<file path="config.mk">
export PLATFORM = sky130hd
export DESIGN_NAME = ckpl_ctrl
export DESIGN_NICKNAME = d
export VERILOG_FILES = /design/src/design/ckpl_pkg.sv /design/src/design/ckpl_ctrl.sv
export SDC_FILE = /design/constraint.sdc
export NUM_CORES = 1
export LEC_CHECK = 0
export BUFFER_PORTS_ARGS = -buffer_cell sky130_fd_sc_hd__buf_2
export CORE_AREA = 2 2 39 41
export CTS_BUF_LIST = sky130_fd_sc_hd__clkbuf_8
export CTS_CLUSTER_DIAMETER = 50
export DETAILED_ROUTE_END_ITERATION = 7
export DIE_AREA = 0 0 41 43
export PLACE_DENSITY = 0.42
export SLEW_MARGIN = 20
export SYNTH_ARGS = -nofsm -noshare
export SYNTH_HDL_FRONTEND = slang
export SYNTH_SLANG_ARGS = --single-unit
</file>
<file path="constraint.sdc">
create_clock -name i_clk -period 1.8 [get_ports i_clk]
set_clock_uncertainty 0.1 [all_clocks]
set_input_delay 0.09 -clock i_clk [delete_from_list [all_inputs] [get_ports i_clk]]
set_output_delay 0.09 -clock i_clk [all_outputs]
set_load 0.02 [all_outputs]
</file>
<file path="src/design/ckpl_pkg.sv">
// Shared constants, codes and controller/datapath interface types for the pixel labeler.
package ckpl_pkg;

    localparam int MAX_REGIONS  = 4096;
    localparam int MAX_TERRAINS = 64;
    localparam int COLOUR_W     = 24;
    localparam int RCOL_W       = 32;
    localparam int VAR_W        = 8;
    localparam int RA_W         = $clog2(MAX_REGIONS);
    localparam int TA_W         = $clog2(MAX_TERRAINS);
    localparam int CNT_W        = RA_W + 1;
    localparam int TC_W         = TA_W + 1;
    localparam int REG_RAM_W    = COLOUR_W + 1;
    localparam int TER_RAM_W    = COLOUR_W + VAR_W;

    typedef enum logic [1:0] {
        FUNC_ADD_REGION,
        FUNC_ADD_TERRAIN,
        FUNC_PIXEL,
        FUNC_FINISH
    } t_func;

    typedef enum logic [2:0] {
        STAT_OK,
        STAT_REGION_FULL,
        STAT_INVALID,
        STAT_DUPLICATE,
        STAT_TERRAIN_FULL
    } t_status;

    typedef enum logic [1:0] {
        SCAN_TERRAIN,
        SCAN_REGION,
        SCAN_SWEEP
    } t_scan;

    typedef enum logic [2:0] {
        S_IDLE,
        S_LAUNCH,
        S_SCAN_T,
        S_SCAN_R,
        S_SWEEP,
        S_COMMIT
    } t_state;

    typedef struct packed {
        logic  load;
        logic  start;
        t_scan mode;
        logic  commit;
    } t_cmd;

    typedef struct packed {
        logic  done;
        t_func func;
    } t_stat;

endpackage

</file>
<file path="src/design/ckpl_ctrl.sv">
// Controller state machine that sequences table scans, sweeps and the result commit.
module ckpl_ctrl (
    input  logic          i_clk,
    input  logic          i_rst_n,
    input  logic          i_start,
    input  ckpl_pkg::t_stat i_stat,
    output ckpl_pkg::t_cmd  o_cmd,
    output logic          o_busy
);
    import ckpl_pkg::*;

    t_state r_state, n_state;

    always_ff @(posedge i_clk) begin
        if (!i_rst_n) begin
            r_state <= S_IDLE;
        end else begin
            r_state <= n_state;
        end
    end

    always_comb begin
        n_state      = r_state;
        o_cmd.load   = 1'b0;
        o_cmd.start  = 1'b0;
        o_cmd.mode   = SCAN_TERRAIN;
        o_cmd.commit = 1'b0;
        case (r_state)
            S_IDLE: begin
                if (i_start) begin
                    o_cmd.load = 1'b1;
                    n_state    = S_LAUNCH;
                end
            end
            S_LAUNCH: begin
                o_cmd.start = 1'b1;
                case (i_stat.func)
                    FUNC_ADD_REGION: begin
                        o_cmd.mode = SCAN_REGION;
                        n_state    = S_SCAN_R;
                    end
                    FUNC_FINISH: begin
                        o_cmd.mode = SCAN_SWEEP;
                        n_state    = S_SWEEP;
                    end
                    default: begin
                        o_cmd.mode = SCAN_TERRAIN;
                        n_state    = S_SCAN_T;
                    end
                endcase
            end
            S_SCAN_T: begin
                if (i_stat.done) begin
                    if (i_stat.func == FUNC_PIXEL) begin
                        o_cmd.start = 1'b1;
                        o_cmd.mode  = SCAN_REGION;
                        n_state     = S_SCAN_R;
                    end else begin
                        n_state = S_COMMIT;
                    end
                end
            end
            S_SCAN_R, S_SWEEP: begin
                if (i_stat.done) begin
                    n_state = S_COMMIT;
                end
            end
            S_COMMIT: begin
                o_cmd.commit = 1'b1;
                n_state      = S_IDLE;
            end
            default: begin
                n_state = S_IDLE;
            end
        endcase
    end

    assign o_busy = (r_state != S_IDLE);
endmodule

</file>
==> impl_metrics.toml <==
[cts]
cts-root-buf = "clkbuf_8"
numCtsBuffers = 3
cts_tree = "done"
post_cts_resized = 0
clk-insertion-delay-late_ns = 0.21
htreeDepth = 1
clockBufferDepth = 2
cts_sinks = 3
clk_pin_slew_ns = 0.03
holdBufCountCts = 0
cts_setup_buffers = 0

[synthesis]
synth_edf_count = 0
synth_top_area_cell = "dfxtp_1"
synth_area_leaders = "dfxtp_1, buf_6, o41ai_2"
ys_types = 25
ys_seq_elements = 3
synth_top_family_by_area = "simple AND/OR/NAND/NOR gates"
synth_area_um2 = 302
synth_common_cells = "nor2_1, dfxtp_1, inv_1, nand2_1"
yosys.area_share.simple = 0.344
synthArstFlopShare = 0
synth-adder-area-share = 0
yosysSeqAreaShare = 0.199
post-synth-top-count-cell = "nor2_1"
synth_ff_type = "dfxtp_1"
synth_compound_gate_area_share = 0.307
syn_avg_cell_area_um2 = 7.94
synth_top_area_frac = 0.199
ys.warnings.count = 0
synth_cells = 38
synth_mux_area_frac = 0
synth_xor_area_frac = 0
syn_nets = 44

[floorplan]
core_mm2 = 0.00138
io_pins = 12
die_h_um = 43
initial_core_util = 0.218
dieArea_mm2 = 0.00176
rows = 14
die_w_um = 41

[drt]
drt-wirelength-per-cell_um = 10.6
ant_nets = 0
drt_wl_total_um = 698
drt_iter0_drc = 5
drc = 0
dr.pass1.iters = 2
via_count = 313
route.met2.wl_um = 317
wl_met1_um = 327
top_layer_used = "met3"
wl_met3_um = 53
viasPerCell = 4.74

[global_route]
grt_max_degree = 13
grt_pass1_vias = 256
globalRouteOverflowTotal = 0
grt_pass1_wl_mm = 1.08
antenna_found_initial = 0
track_usage = 0.0892

[place]
portBuffers = 11
dpl.hpwl_um = 529
place.gp.congestion = 0.711
place_area_um2 = 349
preCtsSetupSlack_ns = 0.374

[worst_setup_path]
end_kind = "output pin"
cp.required_ns = 1.61
path_cells = "nand2b_1 > o21a_1 > nor3_1 > buf_2"
crit_fanout = 12
worstSetupStartpointType = "flop"
arrival_ns = 1.40
path_class = "reg -> out"
slowest_delay_ns = 0.52
slowest_stage = "dfxtp_1"

[sta]
fmax_mhz = 629
grt_setup_unrepaired = "false"
fin_crit_sh = 0.883
fin_crit_ns = 1.59
slew_viol_final = 0
fin_ws_ns = 0.210
slew_headroom = 0.761
tns_ns = 0
finalSetupViolCount = 0
hold_viol = 0
worstMarginPinSlew_ns = 0.357

[pwr]
p_clk_frac = 0.366
leakagePower_nw = 0.186
pwr-share-comb = 0.389
p_sw_uw = 205
powerDensity_mw_per_mm2 = 1330
p_seq_frac = 0.245
vdd_drop_max_mv = 0.276
power.internal_uw = 319
swShare = 0.391

[layout]
final_net_count = 57
regArea_um2 = 60.1
top_register = "r_state"
largest_register_ffs = 3
largestRegisters = "r_state (3)"
diodes = 0
stdcell_area_um2 = 394
fillers = 165
area_growth_pct = 30.7
multiInputGateArea_um2 = 196
drive_gt1_frac = 0.360

[worst_hold_path]
hold_path_class = "in -> reg"

[job]
drv_cap = 0

[outcome]
outcome = "completed"
-- layer usage --
layer | vias up | global-route usage
met4 | 0 | 0.0200
met5 | - | 0
li1 | 167 | -
met1 | 136 | 0.134
met2 | 10 | 0.119
met3 | 0 | 0.0314
-- power by group through the flow --
stage / clock [mW] / sequential (mW) / combinational (mW)
floorplan: 0 / 0.0917 / 0.203
global placement: 0 / 0.129 / 0.209
detailed placement: 0 / 0.129 / 0.206
CTS: 0.197 / 0.128 / 0.206
global route: 0.204 / 0.137 / 0.223
finish: 0.192 / 0.128 / 0.203
-- logic make-up (layout without fill, tap and decap cells) --
| group | count (synthesis) | in the layout |
|---|---|---|
| AND/OR/NAND/NOR | 17 | 17 |
| buffers and inverters | 7 | 19 |
| AO/OA/AOI/OAI | 11 | 11 |
| flip-flops | 3 | 3 |
-- metrics by stage --
stage | hold slack (ns) | std cells | power (mW) | util
after floorplan | 0.106 | 38 | 0.295 | -
after global placement | 0.244 | 62 | 0.338 | 0.252
after detailed placement | 0.250 | 62 | 0.335 | 0.252
after CTS | 0.0239 | 66 | 0.531 | 0.285
after global routing | 0.0344 | 66 | 0.565 | 0.285
final | 0.0249 | 66 | 0.523 | 0.285
-- critical path, delay by kind of cell (launching register included) --
kind	cells	cell delay (ns)
simple gates	2	0.28
flops	1	0.52
compound gates	1	0.19
buf+inv	1	0.18
-- cell usage in the layout, fill, tap and decap left out --
cell type  Yosys  routed
buf_2          1      11
nor2_1         4       4
inv_1          3       4
nand2_1        3       3
clkbuf_8       0       3
dfxtp_1        3       3
nor3_1         2       2
o21a_1         2       2
and3_1         2       2
nand2b_1       1       1
nand4b_1       1       1
inv_4          1       1
nand3b_1       1       1
nand4bb_1      1       1
o311a_1        1       1
nor4bb_1       1       1
a31oi_1        1       1
or4_4          1       1
o41ai_2        1       1
o21ai_1        1       1
o22ai_2        1       1
o311ai_1       1       1
a211o_1        1       1
o21ai_0        1       1
a21oi_1        1       1
-- path summary, 6_finish.rpt --
kind	from	endpoint	slack, ns	cells past startpoint
max	r_state[0]	o_cmd[1]	0.21	4
min	i_rst_n	r_state[2]	0.02	3
max reg2reg	r_state[1]	r_state[0]	0.36	3
min reg2reg	r_state[1]	r_state[2]	0.54	2
-- final cells by class --
class / count / area share
multi-input cells: 28 / 0.498
flip-flops and latches: 3 / 0.152
repair buffers: 11 / 0.140
clock buffers: 3 / 0.105
well taps: 16 / 0.0508
inverters: 4 / 0.0444
clock inverters: 1 / 0.00952
Note: power is estimated with default switching activity, not from simulation.
